==> src/hw/rtl/nsem_pkg.sv <==
// Shared types, codes and helpers for the NAL subsample encryption marker.
// Used by nsem_step, nsem_emit and the top level; depends on nothing else.
`timescale 1ns / 1ps

package nsem_pkg;

  localparam int unsigned SizeBitsDefault = 32;
  localparam int unsigned SizeMax         = 32;
  localparam logic [2:0]  LfsReset        = 3'd4;
  localparam logic [2:0]  PrefixMax       = 3'd4;
  localparam logic [7:0]  ByteMask        = 8'hff;

  // Configuration register indexes
  localparam logic REG_LFS = 1'b0;
  localparam logic REG_IV  = 1'b1;

  // Error codes
  localparam logic ERR_SMALL = 1'b0;
  localparam logic ERR_ZERO  = 1'b1;

  typedef enum logic [1:0] {
    KIND_BYTE = 2'd0,
    KIND_SUB  = 2'd1,
    KIND_END  = 2'd2,
    KIND_ERR  = 2'd3
  } kind_e;

  typedef enum logic [1:0] {
    PH_LENGTH = 2'd0,
    PH_TYPE   = 2'd1,
    PH_DATA   = 2'd2
  } phase_e;

  typedef enum logic [1:0] {
    BURST_DATA  = 2'd0,
    BURST_HDR   = 2'd1,
    BURST_SMALL = 2'd2
  } burst_e;

  // One accepted byte's worth of results, described compactly
  typedef struct packed {
    logic        valid;
    burst_e      mode;
    logic [7:0]  data;
    logic [31:0] prefix;
    logic [2:0]  ps;
    logic        zero_err;
    logic [31:0] prot;
    logic        has_end;
    logic [15:0] total;
    logic [63:0] iv;
    logic [2:0]  last_slot;
  } burst_t;

  function automatic logic [2:0] prefix_size(input logic [2:0] lfs);
    logic [2:0] r;
    if (lfs == 3'd0) begin
      r = 3'd1;
    end else if (lfs > PrefixMax) begin
      r = PrefixMax;
    end else begin
      r = lfs;
    end
    return r;
  endfunction

endpackage

==> src/hw/rtl/nsem_step.sv <==
// Per-byte parser state: length prefix gathering, NAL size check, frame and IV counters.
// Depends on nsem_pkg; hands one burst descriptor per result-producing byte to nsem_emit.
`timescale 1ns / 1ps

module nsem_step import nsem_pkg::*; #(
  parameter int unsigned SIZE_BITS = SizeBitsDefault
) (
  input  logic        clk_i,
  input  logic        rst_ni,
  input  logic        cfg_we_i,
  input  logic        cfg_addr_i,
  input  logic [63:0] cfg_wdata_i,
  input  logic        accept_i,
  input  logic [7:0]  data_byte_i,
  input  logic [31:0] frame_size_i,
  output burst_t      burst_o
);

  phase_e                 phase_q, phase_d;
  logic [2:0]             lfs_q, lfs_d;
  logic [2:0]             len_left_q, len_left_d;
  logic [SIZE_BITS-1:0]   nal_q, nal_d;
  logic [SIZE_BITS-1:0]   frame_q, frame_d;
  logic [15:0]            sub_q, sub_d;
  logic [63:0]            iv_q, iv_d;
  logic                   err_q, err_d;

  logic [2:0]             ps;
  logic [SIZE_BITS:0]     need;
  logic                   too_small;
  logic [SIZE_BITS-1:0]   frame_sub;
  logic [SIZE_BITS-1:0]   nal_dec;
  logic                   nal_zero;
  logic [15:0]            sub_inc;
  logic                   type_end;
  logic [SIZE_BITS-1:0]   data_nal_next;
  logic                   data_fin;
  logic                   data_end;
  logic                   work;

  assign ps            = prefix_size(lfs_q);
  assign need          = {1'b0, nal_q} + (SIZE_BITS+1)'(ps);
  assign too_small     = {1'b0, frame_q} < need;
  assign frame_sub     = frame_q - need[SIZE_BITS-1:0];
  assign nal_zero      = (nal_q == '0);
  assign nal_dec       = nal_q - SIZE_BITS'(1);
  assign sub_inc       = sub_q + 16'd1;
  assign type_end      = (nal_dec == '0) && (frame_sub == '0);
  assign data_nal_next = nal_zero ? nal_q : nal_dec;
  assign data_fin      = (data_nal_next == '0);
  assign data_end      = data_fin && (frame_q == '0);
  assign work          = accept_i && !err_q;

  // Next state
  always_comb begin
    phase_d    = phase_q;
    lfs_d      = lfs_q;
    len_left_d = len_left_q;
    nal_d      = nal_q;
    frame_d    = frame_q;
    sub_d      = sub_q;
    iv_d       = iv_q;
    err_d      = err_q;
    if (cfg_we_i) begin
      if (cfg_addr_i == REG_LFS) begin
        lfs_d      = cfg_wdata_i[2:0];
        phase_d    = PH_LENGTH;
        len_left_d = prefix_size(cfg_wdata_i[2:0]);
        nal_d      = '0;
      end else begin
        iv_d = cfg_wdata_i;
      end
    end else if (work) begin
      unique case (phase_q)
        PH_LENGTH: begin
          if ((len_left_q == ps) && (frame_q == '0)) begin
            frame_d = frame_size_i[SIZE_BITS-1:0];
            sub_d   = '0;
          end
          nal_d = {nal_q[SIZE_BITS-9:0], data_byte_i};
          if (len_left_q != 3'd0) begin
            len_left_d = len_left_q - 3'd1;
          end
          if (len_left_q <= 3'd1) begin
            phase_d = PH_TYPE;
          end
        end
        PH_TYPE: begin
          if (too_small) begin
            err_d = 1'b1;
          end else begin
            frame_d = frame_sub;
            if (nal_zero) begin
              err_d = 1'b1;
            end else begin
              nal_d   = nal_dec;
              sub_d   = sub_inc;
              phase_d = PH_DATA;
              if (nal_dec == '0) begin
                phase_d    = PH_LENGTH;
                len_left_d = ps;
                if (frame_sub == '0) begin
                  iv_d = iv_q + 64'd1;
                end
              end
            end
          end
        end
        PH_DATA: begin
          nal_d = data_nal_next;
          if (data_fin) begin
            phase_d    = PH_LENGTH;
            len_left_d = ps;
            if (frame_q == '0) begin
              iv_d = iv_q + 64'd1;
            end
          end
        end
        default: begin
          phase_d = PH_LENGTH;
        end
      endcase
    end
  end

  // Burst descriptor for the results of this byte
  always_comb begin
    burst_o = '0;
    if (work) begin
      unique case (phase_q)
        PH_TYPE: begin
          burst_o.valid = 1'b1;
          if (too_small) begin
            burst_o.mode = BURST_SMALL;
          end else begin
            burst_o.mode      = BURST_HDR;
            burst_o.data      = data_byte_i;
            burst_o.prefix    = SizeMax'(nal_q);
            burst_o.ps        = ps;
            burst_o.zero_err  = nal_zero;
            burst_o.prot      = SizeMax'(nal_dec);
            burst_o.has_end   = !nal_zero && type_end;
            burst_o.total     = sub_inc;
            burst_o.iv        = iv_q;
            burst_o.last_slot = ps + 3'd1 + {2'b0, burst_o.has_end};
          end
        end
        PH_DATA: begin
          burst_o.valid     = 1'b1;
          burst_o.mode      = BURST_DATA;
          burst_o.data      = data_byte_i;
          burst_o.has_end   = data_end;
          burst_o.total     = sub_q;
          burst_o.iv        = iv_q;
          burst_o.last_slot = {2'b0, data_end};
        end
        default: begin
          burst_o = '0;
        end
      endcase
    end
  end

  always_ff @(posedge clk_i or negedge rst_ni) begin
    if (!rst_ni) begin
      phase_q    <= PH_LENGTH;
      lfs_q      <= LfsReset;
      len_left_q <= prefix_size(LfsReset);
      nal_q      <= '0;
      frame_q    <= '0;
      sub_q      <= '0;
      iv_q       <= '0;
      err_q      <= 1'b0;
    end else begin
      phase_q    <= phase_d;
      lfs_q      <= lfs_d;
      len_left_q <= len_left_d;
      nal_q      <= nal_d;
      frame_q    <= frame_d;
      sub_q      <= sub_d;
      iv_q       <= iv_d;
      err_q      <= err_d;
    end
  end

  // An error stays latched until reset
  a_err_sticky: assert property (@(posedge clk_i) disable iff (!rst_ni)
    err_q |=> err_q) else $error("error latch cleared");

  // Once latched, no byte produces results
  a_err_silent: assert property (@(posedge clk_i) disable iff (!rst_ni)
    err_q |-> !burst_o.valid) else $error("results after latched error");

endmodule

==> src/hw/rtl/nsem_emit.sv <==
// Burst serializer and output register: expands one descriptor into result transactions.
// Depends on nsem_pkg; fed by nsem_step.
`timescale 1ns / 1ps

module nsem_emit import nsem_pkg::*; (
  input  logic         clk_i,
  input  logic         rst_ni,
  input  burst_t       burst_i,
  output logic         burst_ready_o,
  output logic         m_tvalid_o,
  input  logic         m_tready_i,
  output logic [127:0] m_tdata_o,
  output logic [1:0]   m_tuser_o,
  output logic         m_tlast_o
);

  burst_t       desc_q;
  logic         desc_vld_q;
  logic [2:0]   cur_q;
  logic         out_vld_q;
  logic [127:0] tdata_q, tdata_d;
  logic [1:0]   tuser_q, tuser_d;
  logic         tlast_q;

  logic         out_load;
  logic         done;
  logic [2:0]   sel;
  logic [31:0]  pfx_shift;
  logic [7:0]   r_byte;
  logic         r_enc;
  logic [2:0]   r_clr;
  logic [31:0]  r_prot;
  logic [15:0]  r_total;
  logic [63:0]  r_iv;
  logic         r_err;

  assign out_load      = desc_vld_q && (!out_vld_q || m_tready_i);
  assign done          = out_load && (cur_q == desc_q.last_slot);
  assign burst_ready_o = !desc_vld_q || done;

  assign sel       = desc_q.ps - 3'd1 - cur_q;
  assign pfx_shift = desc_q.prefix >> {sel[1:0], 3'b000};

  // Pick the result at the cursor
  always_comb begin
    tuser_d = KIND_BYTE;
    r_byte  = '0;
    r_enc   = 1'b0;
    r_clr   = '0;
    r_prot  = '0;
    r_total = '0;
    r_iv    = '0;
    r_err   = ERR_SMALL;
    case (desc_q.mode)
      BURST_DATA: begin
        if (cur_q == 3'd0) begin
          r_byte = desc_q.data;
          r_enc  = 1'b1;
        end else begin
          tuser_d = KIND_END;
          r_total = desc_q.total;
          r_iv    = desc_q.iv;
        end
      end
      BURST_HDR: begin
        if (cur_q < desc_q.ps) begin
          r_byte = pfx_shift[7:0] & ByteMask;
        end else if (cur_q == desc_q.ps) begin
          r_byte = desc_q.data;
        end else if (cur_q == desc_q.ps + 3'd1) begin
          if (desc_q.zero_err) begin
            tuser_d = KIND_ERR;
            r_err   = ERR_ZERO;
          end else begin
            tuser_d = KIND_SUB;
            r_clr   = desc_q.ps + 3'd1;
            r_prot  = desc_q.prot;
          end
        end else begin
          tuser_d = KIND_END;
          r_total = desc_q.total;
          r_iv    = desc_q.iv;
        end
      end
      default: begin
        tuser_d = KIND_ERR;
        r_err   = ERR_SMALL;
      end
    endcase
    tdata_d = {3'b000, r_err, r_iv, r_total, r_prot, r_clr, r_enc, r_byte};
  end

  always_ff @(posedge clk_i or negedge rst_ni) begin
    if (!rst_ni) begin
      desc_vld_q <= 1'b0;
      cur_q      <= '0;
      out_vld_q  <= 1'b0;
    end else begin
      if (burst_i.valid && burst_ready_o) begin
        desc_vld_q <= 1'b1;
        cur_q      <= '0;
      end else if (done) begin
        desc_vld_q <= 1'b0;
      end else if (out_load) begin
        cur_q <= cur_q + 3'd1;
      end
      if (out_load) begin
        out_vld_q <= 1'b1;
      end else if (m_tready_i) begin
        out_vld_q <= 1'b0;
      end
    end
  end

  always_ff @(posedge clk_i) begin
    if (burst_i.valid && burst_ready_o) begin
      desc_q <= burst_i;
    end
    if (out_load) begin
      tdata_q <= tdata_d;
      tuser_q <= tuser_d;
      tlast_q <= (cur_q == desc_q.last_slot);
    end
  end

  assign m_tvalid_o = out_vld_q;
  assign m_tdata_o  = tdata_q;
  assign m_tuser_o  = tuser_q;
  assign m_tlast_o  = tlast_q;

  a_cursor_bound: assert property (@(posedge clk_i) disable iff (!rst_ni)
    desc_vld_q |-> cur_q <= desc_q.last_slot) else $error("cursor past burst end");

  a_no_overrun: assert property (@(posedge clk_i) disable iff (!rst_ni)
    burst_i.valid |-> burst_ready_o) else $error("burst offered while busy");

  a_last_marks_done: assert property (@(posedge clk_i) disable iff (!rst_ni)
    done |=> m_tvalid_o && m_tlast_o) else $error("burst end without tlast");

endmodule

==> src/hw/rtl/nal_subsample_encrypt_marker_core.sv <==
// NAL subsample encryption marker: top level, parser state plus result serializer.
// Depends on nsem_pkg, nsem_step and nsem_emit.
// Each burst descriptor is registered in nsem_emit ahead of the output register.
// Throughput: one input byte per cycle while each byte yields at most one result and no
// receiver stall occurs; a byte with more results holds tready low until its last result
// loads; a NAL type byte yields up to 7 results, the last payload byte of a frame 2.
// Reset (rst_ni, async active low): prefix size 4, IV 0, all counters and error clear.
`timescale 1ns / 1ps

module nal_subsample_encrypt_marker_core import nsem_pkg::*; #(
  parameter int unsigned SIZE_BITS = SizeBitsDefault
) (
  input  logic         clk_i,
  input  logic         rst_ni,
  // Configuration: index 0 length field size, index 1 initial IV
  input  logic         cfg_we_i,
  input  logic         cfg_addr_i,
  input  logic [63:0]  cfg_wdata_i,
  // Input stream
  input  logic         s_tvalid,
  output logic         s_tready,
  input  logic [39:0]  s_tdata,   // [7:0] data_byte, [39:8] frame_size
  // Result stream
  output logic         m_tvalid,
  input  logic         m_tready,
  output logic [127:0] m_tdata,   // [7:0] out_byte, [8] encrypt_flag, [11:9] clear_bytes,
                                  // [43:12] protected_bytes, [59:44] subsample_total,
                                  // [123:60] sample_iv, [124] error_code, rest zero
  output logic [1:0]   m_tuser,   // [1:0] kind
  output logic         m_tlast    // last result of the input transaction
);

  burst_t burst;
  logic   burst_ready;
  logic   accept;

  // Take a byte whenever the serializer can hold its burst
  assign s_tready = burst_ready;
  assign accept   = s_tvalid && burst_ready;

  nsem_step #(
    .SIZE_BITS (SIZE_BITS)
  ) u_step (
    .clk_i        (clk_i),
    .rst_ni       (rst_ni),
    .cfg_we_i     (cfg_we_i),
    .cfg_addr_i   (cfg_addr_i),
    .cfg_wdata_i  (cfg_wdata_i),
    .accept_i     (accept),
    .data_byte_i  (s_tdata[7:0]),
    .frame_size_i (s_tdata[39:8]),
    .burst_o      (burst)
  );

  // Expand the burst into result transactions behind an output register
  nsem_emit u_emit (
    .clk_i         (clk_i),
    .rst_ni        (rst_ni),
    .burst_i       (burst),
    .burst_ready_o (burst_ready),
    .m_tvalid_o    (m_tvalid),
    .m_tready_i    (m_tready),
    .m_tdata_o     (m_tdata),
    .m_tuser_o     (m_tuser),
    .m_tlast_o     (m_tlast)
  );

endmodule

==> config.mk <==
export PLATFORM = sky130hd
export DESIGN_NAME = nal_subsample_encrypt_marker_core
export DESIGN_NICKNAME = d
export VERILOG_FILES = /design/src/hw/rtl/nsem_pkg.sv /design/src/hw/rtl/nsem_step.sv /design/src/hw/rtl/nsem_emit.sv /design/src/hw/rtl/nal_subsample_encrypt_marker_core.sv
export SDC_FILE = /design/constraint.sdc
export NUM_CORES = 1
export LEC_CHECK = 0
export BUFFER_PORTS_ARGS = -buffer_cell sky130_fd_sc_hd__buf_2
export CAP_MARGIN = 20
export CORE_MARGIN = 1
export CORE_UTILIZATION = 59
export DETAILED_ROUTE_END_ITERATION = 12
export GPL_TIMING_DRIVEN = 0
export PLACE_DENSITY = 0.8
export SKIP_CTS_REPAIR_TIMING = 1
export SYNTH_ARGS = -nofsm -noshare
export SYNTH_HDL_FRONTEND = slang
export SYNTH_SLANG_ARGS = --single-unit
==> constraint.sdc <==
create_clock -name clk_i -period 8.4 [get_ports clk_i]
set_input_delay 0.84 -clock clk_i [delete_from_list [all_inputs] [get_ports clk_i]]
set_output_delay 0.84 -clock clk_i [all_outputs]
set_load 0.005 [all_outputs]
==> results.txt, run 1 <==
----------------------------------------------------
[Outcome]
  Outcome ... completed

[Global routing]
  Largest net degree at the start of global routing ... 88
  Wire length of the first global-routing pass ... 125000 um
  Total routing usage reported by global routing ... 0.379
  Antenna violations before repair ... 4
  Vias in the first global route ... 20502
  Aggregate global routing overflow ... 0

[Final layout]
  Final nets ... 2885
  Fill count ... 3186
  Layout-stage area growth over the synthesis result ... 14.5%
  Final core utilization ... 0.687
  Share of layout cells above drive strength 1 ... 0.181

[Timing]
  Final cycle utilization of the critical path ... 0.970
  Final hold violation count ... 0
  Max-slew violation total from the final report ... 0
  WHS ... 0.235 ns
  Slew of the pin with the lowest slew margin ... 1.04 ns
  Final worst-path setup slack ... 0.250 ns
  Unrepaired setup endpoints after global routing ... false
  Post-layout min period ... 8.15 ns
  Clock skew ... 0.0390 ns
  Setup_tns ... 0 ns
  Max-Slew Margin vs Limit ... 0.304
  Fmax ... 123 MHz
  Count of final setup violators ... 0

[Placement]
  Detailed-placement wirelength estimate ... 61200 um
  Placement-stage worst setup slack ... 0.610 ns
  Gpl congestion ... 1.02
  Count of input and output buffers ... 238

[Synthesis]
  EDFF count, synth ... 289
  Most used DFF post-synth ... sky130_fd_sc_hd__edfxtp_1
  Average cell area after synthesis ... 10.4 um^2
  Area contributors post-synth ... sky130_fd_sc_hd__edfxtp_1 (35%), sky130_fd_sc_hd__dfrtp_1 (16%), sky130_fd_sc_hd__and2_1 (3.8%), sky130_fd_sc_hd__a211oi_2 (3.0%), sky130_fd_sc_hd__nor2_1 (3.0%)
  Cell area after synthesis ... 25100 um^2
  Most used standard cell by instance count after synthesis ... sky130_fd_sc_hd__edfxtp_1
  Async set-or-reset flop fraction in the synthesized netlist ... 0.353
  Total of warnings raised by yosys ... 0
  Count of cell types in the netlist ... 102
  Portion of synthesized cell area occupied by the leading cell type ... 0.345
  Most frequent cells after synthesis ... sky130_fd_sc_hd__edfxtp_1 (289), sky130_fd_sc_hd__nor2_1 (198), sky130_fd_sc_hd__dfrtp_1 (156), sky130_fd_sc_hd__and2_1 (154), sky130_fd_sc_hd__nand2_1 (144)
  Total of flip-flops plus latches after synthesis ... 447
  Cells after Synth ... 2425
  Share of the yosys chip area belonging to registers ... 0.502
  Cell type with the highest aggregate area in the netlist ... sky130_fd_sc_hd__edfxtp_1

[Worst setup path]
  Critical setup path kind ... register to register
  Count of buffering cells on the critical path with inverters included ... 4
  Startpoint type of the worst setup path ... register
  Crit path largest cell delay ... 0.84 ns
  Type of element capturing the critical path ... register
  CP Data Arrival Time ... 8.56 ns
  Required time at the endpoint of the critical path ... 8.81 ns
  Cell family contributing the most delay on the critical path ... simple AND/OR/NAND/NOR gates
  Series of cell instances along the critical path ... clkbuf_1 -> nor2b_1 -> ha_1 -> a21o_1 -> a21oi_1 -> or2_2 -> nor2_1 -> and2_1 -> and3_1 -> and2_1 -> nand2_1 -> xor2_1 -> ha_1 -> and3_1 -> buf_2 -> nand3_1 -> a2111oi_2 -> o31a_1 -> o21a_1 -> a21oi_1 -> buf_6 -> nor2_1 -> clkbuf_1 -> and2_1
  Largest fanout on the critical path ... 10
  Slowest cell on the critical path ... sky130_fd_sc_hd__clkbuf_1
  Library cell appearing most often on the critical path ... sky130_fd_sc_hd__and2_1

[Floorplanning]
  Die W ... 208 um
  I/O pin cnt ... 243
  Std-Cell Core Area ... 41900 um^2
  Effective utilization at floorplan ... 0.600
  Die area ... 43500 um^2
  Row Count ... 75
  Die Y-Extent ... 208 um

[Routing]
  Number of violations reported at the end of detailed-routing iteration 0 ... 2695
  Number of vias per cell ... 6.56
  Drt first pass iters ... 6
  Drt drc ... 0
  DR vias ... 21641
  Detailed-route wire length per cell ... 25.3 um
  Total routed wirelength ... 83400 um
  Post-route antenna net violation count ... 0

[Clocking]
  CTS buffer count ... 47
  Skew-Pair Late Insertion Delay ... 0.62 ns
  TritonCTS clock tree ... built
  Root Driver ... sky130_fd_sc_hd__clkbuf_16
  Clock buffer depth ... 3
  Clock sink count ... 447
  Reg clk slew, reported paths ... 0.06 ns
  Maximum level of the CTS H-tree ... 2

[Power and ir drop]
  Standby leakage power ... 0.0112 uW
  Worst VDD drop ... 0.348 mV
  Cell area power density ... 413 nW/um^2

[Flow run]
  Max-Cap Viols ... 0

[Worst hold path]
  Worst min-delay path class ... input pin to asynchronous set/reset pin

----------------------------------------------------
-- registers in the layout (all words and copies together), names as in the netlist, 2 cells and up --
name	cells
u_emit.m_tdata_o	125
u_emit.cur_q	3
u_step.len_left_q	3
u_step.sub_q	16
u_step.frame_q	32
u_step.nal_q	32
u_step.lfs_q	3
u_step.phase_q	2
u_emit.desc_q	161
u_step.iv_q	64
u_emit.m_tuser_o	2
-- worst reg2reg max path, stage by stage, from the launching register on --
cell and delay [ns]:
sky130_fd_sc_hd__dfstp_2 0.53, sky130_fd_sc_hd__clkbuf_1 0.41, sky130_fd_sc_hd__nor2b_1 0.30, sky130_fd_sc_hd__ha_1 0.36, sky130_fd_sc_hd__a21o_1 0.10, sky130_fd_sc_hd__a21oi_1 0.11
sky130_fd_sc_hd__or2_2 0.36, sky130_fd_sc_hd__nor2_1 0.17, sky130_fd_sc_hd__and2_1 0.26, sky130_fd_sc_hd__and3_1 0.24, sky130_fd_sc_hd__and2_1 0.22, sky130_fd_sc_hd__nand2_1 0.09
sky130_fd_sc_hd__xor2_1 0.19, sky130_fd_sc_hd__ha_1 0.46, sky130_fd_sc_hd__and3_1 0.18, sky130_fd_sc_hd__buf_2 0.17, sky130_fd_sc_hd__nand3_1 0.13, sky130_fd_sc_hd__a2111oi_2 0.47
sky130_fd_sc_hd__o31a_1 0.36, sky130_fd_sc_hd__o21a_1 0.47, sky130_fd_sc_hd__a21oi_1 0.33, sky130_fd_sc_hd__buf_6 0.25, sky130_fd_sc_hd__nor2_1 0.55, sky130_fd_sc_hd__clkbuf_1 0.84
sky130_fd_sc_hd__and2_1 0.40
-- stage by stage --
step | std cells | instance area [um^2] | total power (uW)
2_1_floorplan | 2427 | 25200 | 7470
3_3_place_gp | 3204 | 27000 | 9380
3_5_place_dp | 3209 | 27100 | 9450
4_1_cts | 3296 | 28800 | 11700
5_1_grt | 3296 | 28800 | 12400
6_report | 3297 | 28800 | 11900
-- power by group --
part | internal (uW) | total [uW] | switching, uW | leakage (uW)
Combinational | 2120 | 6350 | 4230 | 0.00561
Clock | 1300 | 2230 | 932 | 0.000808
Sequential | 2960 | 3320 | 355 | 0.00477
-- cell families after synthesis --
kind of cell / Yosys count / synth area share
simple gates: 927 / 0.194
mux: 60 / 0.0298
xor+xnor: 92 / 0.0320
flops: 447 / 0.502
fa+ha+maj: 56 / 0.0285
compound gates: 568 / 0.167
buf+inv: 274 / 0.0462
other cells: 1 / 0.000149
-- path summary, 6_finish.rpt --
path	start	end	slack, ns	cells after the start
min	rst_ni	u_step.iv_q[14]	0.23	1
max	u_step.lfs_q[2]	u_emit.desc_q[8]	0.25	24
min in group clk_i	u_step.err_q	u_step.err_q	0.47	1
min reg2reg	u_step.err_q	u_step.err_q	0.47	1
max in group asynchronous	rst_ni	u_step.frame_q[31]	7.24	2
max reg2reg	u_step.lfs_q[2]	u_emit.desc_q[8]	0.25	24
-- layout by cell type, fill, tap and decap left out, types with 9 or more instances in the layout --
cell type                     n
sky130_fd_sc_hd__edfxtp_1   289
sky130_fd_sc_hd__buf_2      254
sky130_fd_sc_hd__nor2_1     198
sky130_fd_sc_hd__dfrtp_1    156
sky130_fd_sc_hd__and2_1     153
sky130_fd_sc_hd__nand2_1    144
sky130_fd_sc_hd__clkbuf_1   133
sky130_fd_sc_hd__a21oi_1    131
sky130_fd_sc_hd__nor3_1     117
sky130_fd_sc_hd__o21ai_0     98
sky130_fd_sc_hd__inv_1       93
sky130_fd_sc_hd__and3_1      74
sky130_fd_sc_hd__nand3_1     65
sky130_fd_sc_hd__a211oi_2    61
sky130_fd_sc_hd__ha_1        54
sky130_fd_sc_hd__a211oi_1    50
sky130_fd_sc_hd__clkbuf_16   47
sky130_fd_sc_hd__xor2_1      46
sky130_fd_sc_hd__xnor2_1     46
sky130_fd_sc_hd__o31ai_1     42
sky130_fd_sc_hd__nand4_1     38
sky130_fd_sc_hd__nor4_1      29
sky130_fd_sc_hd__mux2i_1     28
sky130_fd_sc_hd__o211ai_1    21
sky130_fd_sc_hd__a31oi_1     20
sky130_fd_sc_hd__mux2_2      19
sky130_fd_sc_hd__nand2b_1    18
sky130_fd_sc_hd__a311oi_1    17
sky130_fd_sc_hd__a2bb2oi_1   17
sky130_fd_sc_hd__nor2b_1     16
sky130_fd_sc_hd__or3_1       14
sky130_fd_sc_hd__buf_6       12
sky130_fd_sc_hd__buf_1       11
sky130_fd_sc_hd__a21o_1      11
sky130_fd_sc_hd__clkinv_2    11
sky130_fd_sc_hd__or2_2       10
sky130_fd_sc_hd__o22ai_1      9
-- final cells by class --
cell class | count | area (um^2) | area share
plain buffers | 176 | 793 | 0.0275
clock inverters | 33 | 415 | 0.0144
inverters | 98 | 373 | 0.0129
diodes | 1 | 2.50 | 0.0000869
repair buffers | 243 | 1300 | 0.0451
clock buffers | 54 | 1240 | 0.0431
multi-input cells | 1706 | 11400 | 0.395
well taps | 539 | 674 | 0.0234
flip-flops and latches | 447 | 12600 | 0.439
-- layer usage --
metal	wire length, um	vias up	global-route usage
met5	44	-	0
met4	2560	6	0.116
met3	8960	191	0.0901
met2	36500	1311	0.556
met1	35400	10592	0.557
li1	-	9541	-
Note: power is estimated with default switching activity, not from simulation.
==> run 2, diff against run 1 <==
- CTS_BUF_LIST: not set -> sky130_fd_sc_hd__clkbuf_8
- GPL_TIMING_DRIVEN: 0 -> not set
- SLEW_MARGIN: not set -> 25
==> run 2 against run 1 <==
Effect of this change: combinational power decreased by 8.2%; global-route usage decreased by 4.4 points; worst hold slack improved by 0.038 ns; core utilization fell by 2.0 points; power down 4.9%; sequential share of layout area increased by 1.3 points; critical path depth down 1; first-iteration DRC count shrank 13%; sequential power rose by 6.6%; non-clock buffer count shrank 159; critical path type unchanged; die area unchanged; clock-buffer cell count rose by 26; highest routed layer unchanged.
==> results.txt, run 2 (same netlist as run 1, synthesis figures left out) <==
----------------------------------------------------
[Worst setup path]
  Count of buffering cells on the critical path with inverters included ... 2 (-2)
  Largest fanout on the critical path ... 25 (+15)
  Slowest cell on the critical path ... sky130_fd_sc_hd__dfstp_2
  Critical setup path kind ... register to register
  Minimum setup slack among reg-to-reg paths ... 1.36 ns (+1.11 ns)
  CP Data Arrival Time ... 7.55 ns (-1.01 ns)
  Type of element capturing the critical path ... register
  Required time at the endpoint of the critical path ... 8.91 ns (+0.10 ns)
  Series of cell instances along the critical path ... nor2b_1 -> ha_1 -> a21o_1 -> a21oi_1 -> or2_2 -> nor2_1 -> and2_1 -> and3_1 -> and2_1 -> nand2_1 -> xor2_1 -> ha_1 -> and3_1 -> and3_1 -> a221oi_2 -> inv_1 -> o31a_1 -> o211ai_2 -> nand2_2 -> a211o_1 -> o21ai_4 -> buf_4 -> a211oi_1
  Crit path largest cell delay ... 0.62 ns (-0.22 ns)
  Startpoint type of the worst setup path ... register
  Cell family contributing the most delay on the critical path ... compound AO/OA/AOI/OAI gates
  Library cell appearing most often on the critical path ... sky130_fd_sc_hd__and3_1

[Placement]
  Count of input and output buffers ... 239 (+0.42%)
  Gpl congestion ... 0.970 (-4.7%)
  Placed insts ... 3049 (-5.0%)
  Detailed-placement wirelength estimate ... 51700 um (-16%)

[Final layout]
  Commonest non-fill, non-tap cell in the layout ... sky130_fd_sc_hd__edfxtp_1
  Final nets ... 2754 (-4.5%)
  Final Instance Count excl. Fillers ... 3189 (-3.3%)
  Max reg flops ... 161 (unchanged)
  Share of layout cells above drive strength 1 ... 0.192 (+0.0116)
  Largest Register ... u_emit.desc_q
  Register cell area after layout ... 12600 um^2 (unchanged)
  Area of the multi-input gates ... 11400 um^2 (+0.44%)
  Layout-stage area growth over the synthesis result ... 11.2%
  Final core utilization ... 0.667 (-0.0197)
  Fill count ... 3289 (+3.2%)
  Most used cells in the layout excluding fill and tap cells ... sky130_fd_sc_hd__edfxtp_1 (289), sky130_fd_sc_hd__buf_2 (237), sky130_fd_sc_hd__nor2_1 (196)

[Outcome]
  Outcome ... completed

[Power and ir drop]
  Cell area power density ... 404 nW/um^2 (-2.1%)
  Standby leakage power ... 0.0110 uW (-2.0%)
  Worst VDD drop ... 0.382 mV (+9.6%)

[Flow run]
  Max-Cap Viols ... 0 (unchanged)

[Clocking]
  Clock buffer depth ... 3 (unchanged)
  Skew-Pair Late Insertion Delay ... 0.66 ns (+0.04 ns)
  TritonCTS clock tree ... built
  Root Driver ... sky130_fd_sc_hd__clkbuf_8
  Reg clk slew, reported paths ... 0.06 ns (about the same)
  CTS buffer count ... 75 (+60%)
  Maximum level of the CTS H-tree ... 3 (+1)
  Clock sink count ... 447 (unchanged)

[Floorplanning]
  Std-Cell Core Area ... 41900 um^2 (unchanged)
  Die area ... 43500 um^2 (unchanged)
  Die Y-Extent ... 208 um (unchanged)
  I/O pin cnt ... 243 (unchanged)
  Effective utilization at floorplan ... 0.600 (unchanged)
  Die W ... 208 um (unchanged)
  Row Count ... 75 (unchanged)

[Global routing]
  Total routing usage reported by global routing ... 0.335 (-0.0441)
  Aggregate global routing overflow ... 0 (unchanged)
  Wire length of the first global-routing pass ... 113000 um (-9.5%)
  Vias in the first global route ... 19480 (-5.0%)
  Antenna violations before repair ... 2 (-2)
  Largest net degree at the start of global routing ... 92 (+4.5%)

[Timing]
  Count of final setup violators ... 0 (unchanged)
  Final hold violation count ... 0 (unchanged)
  Final cycle utilization of the critical path ... 0.838 (-0.132)
  Setup_tns ... 0 ns (unchanged)
  Post-layout min period ... 7.04 ns (-1.11 ns)
  Fmax ... 142 MHz (+16%)
  Max-Slew Margin vs Limit ... 0.256 (-0.0485)
  Clock skew ... 0.0257 ns (-0.0133 ns)
  Max-slew violation total from the final report ... 0 (unchanged)
  Unrepaired setup endpoints after global routing ... false
  Slew of the pin with the lowest slew margin ... 1.10 ns (+0.0577 ns)
  WHS ... 0.273 ns (+0.0378 ns)

[Worst hold path]
  Worst min-delay path class ... input pin to asynchronous set/reset pin

[Routing]
  Post-route antenna net violation count ... 0 (unchanged)
  Number of vias per cell ... 6.45 (-1.7%)
  DR vias ... 20569 (-5.0%)
  Number of violations reported at the end of detailed-routing iteration 0 ... 2343 (-13%)
  Drt drc ... 0 (unchanged)
  Drt first pass iters ... 6 (unchanged)
  Detailed-route wire length per cell ... 23.0 um (-9.0%)
  Total routed wirelength ... 73400 um (-12%)

----------------------------------------------------
-- run 2: cell types whose count changed in the layout (fill, tap and decap cells not counted), moves of 3 or more --
cell | before | now
sky130_fd_sc_hd__buf_4 | 8 | 18
sky130_fd_sc_hd__clkinv_4 | 4 | 0
sky130_fd_sc_hd__buf_2 | 254 | 237
sky130_fd_sc_hd__clkbuf_16 | 47 | 0
sky130_fd_sc_hd__buf_1 | 11 | 0
sky130_fd_sc_hd__inv_1 | 93 | 118
sky130_fd_sc_hd__clkbuf_1 | 133 | 0
sky130_fd_sc_hd__buf_16 | 3 | 0
sky130_fd_sc_hd__buf_6 | 12 | 3
sky130_fd_sc_hd__clkinv_1 | 6 | 14
sky130_fd_sc_hd__clkbuf_8 | 4 | 80
-- run 2: through the flow --
stage / power [uW] / setup slack (ns) / instance area [um^2]
CTS: 11200 / 1.43 / 27900
finish: 11300 / 1.36 / 28000
floorplan: 7470 / 1.68 / 25200
global placement: 9170 / 1.65 / 26500
detailed placement: 9220 / 1.49 / 26500
global route: 11900 / 1.01 / 28000
-- run 2: per-layer routing --
layer,track usage,vias up,share of wire
met5,0,-,0.00018
met3,0.0661,112,0.094
li1,-,9295,-
met1,0.501,10053,0.44
met4,0.105,2,0.020
met2,0.490,1107,0.44
-- run 2: path summary, 6_finish.rpt --
check / start / end / cells past startpoint
min in group clk_i: s_tvalid / u_step.err_q / 2
hold reg to reg: u_step.err_q / u_step.err_q / 1
max in group asynchronous: rst_ni / u_step.frame_q[27] / 2
hold / removal: rst_ni / u_step.iv_q[15] / 1
setup reg to reg: u_step.lfs_q[2] / u_step.iv_q[40] / 23
setup / recovery: u_step.lfs_q[2] / u_step.iv_q[40] / 23
-- run 2: layout make-up --
class	count	share of cell area
inverters	98	0.0133
well taps	539	0.0241
repair buffers	260	0.0497
diodes	2	0.000179
clock inverters	57	0.0136
flip-flops and latches	447	0.452
multi-input cells	1706	0.408
clock buffers	80	0.0394
-- run 2: power breakdown --
part,internal (uW),leakage [uW],switching [uW]
sequential,2960,0.00477,578
combinational,2020,0.00535,3800
clock,1040,0.000852,898
total,6020,0.0110,5280
-- run 2: worst reg2reg max path, stage by stage (launching register included) --
cell                       delay (ns)
sky130_fd_sc_hd__dfstp_2         0.62
sky130_fd_sc_hd__nor2b_1         0.15
sky130_fd_sc_hd__ha_1            0.31
sky130_fd_sc_hd__a21o_1          0.10
sky130_fd_sc_hd__a21oi_1         0.10
sky130_fd_sc_hd__or2_2           0.36
sky130_fd_sc_hd__nor2_1          0.18
sky130_fd_sc_hd__and2_1          0.29
sky130_fd_sc_hd__and3_1          0.23
sky130_fd_sc_hd__and2_1          0.21
sky130_fd_sc_hd__nand2_1         0.08
sky130_fd_sc_hd__xor2_1          0.18
sky130_fd_sc_hd__ha_1            0.39
sky130_fd_sc_hd__and3_1          0.30
sky130_fd_sc_hd__and3_1          0.23
sky130_fd_sc_hd__a221oi_2        0.38
sky130_fd_sc_hd__inv_1           0.10
sky130_fd_sc_hd__o31a_1          0.35
sky130_fd_sc_hd__o211ai_2        0.47
sky130_fd_sc_hd__nand2_2         0.18
sky130_fd_sc_hd__a211o_1         0.52
sky130_fd_sc_hd__o21ai_4         0.45
sky130_fd_sc_hd__buf_4           0.53
sky130_fd_sc_hd__a211oi_1        0.15
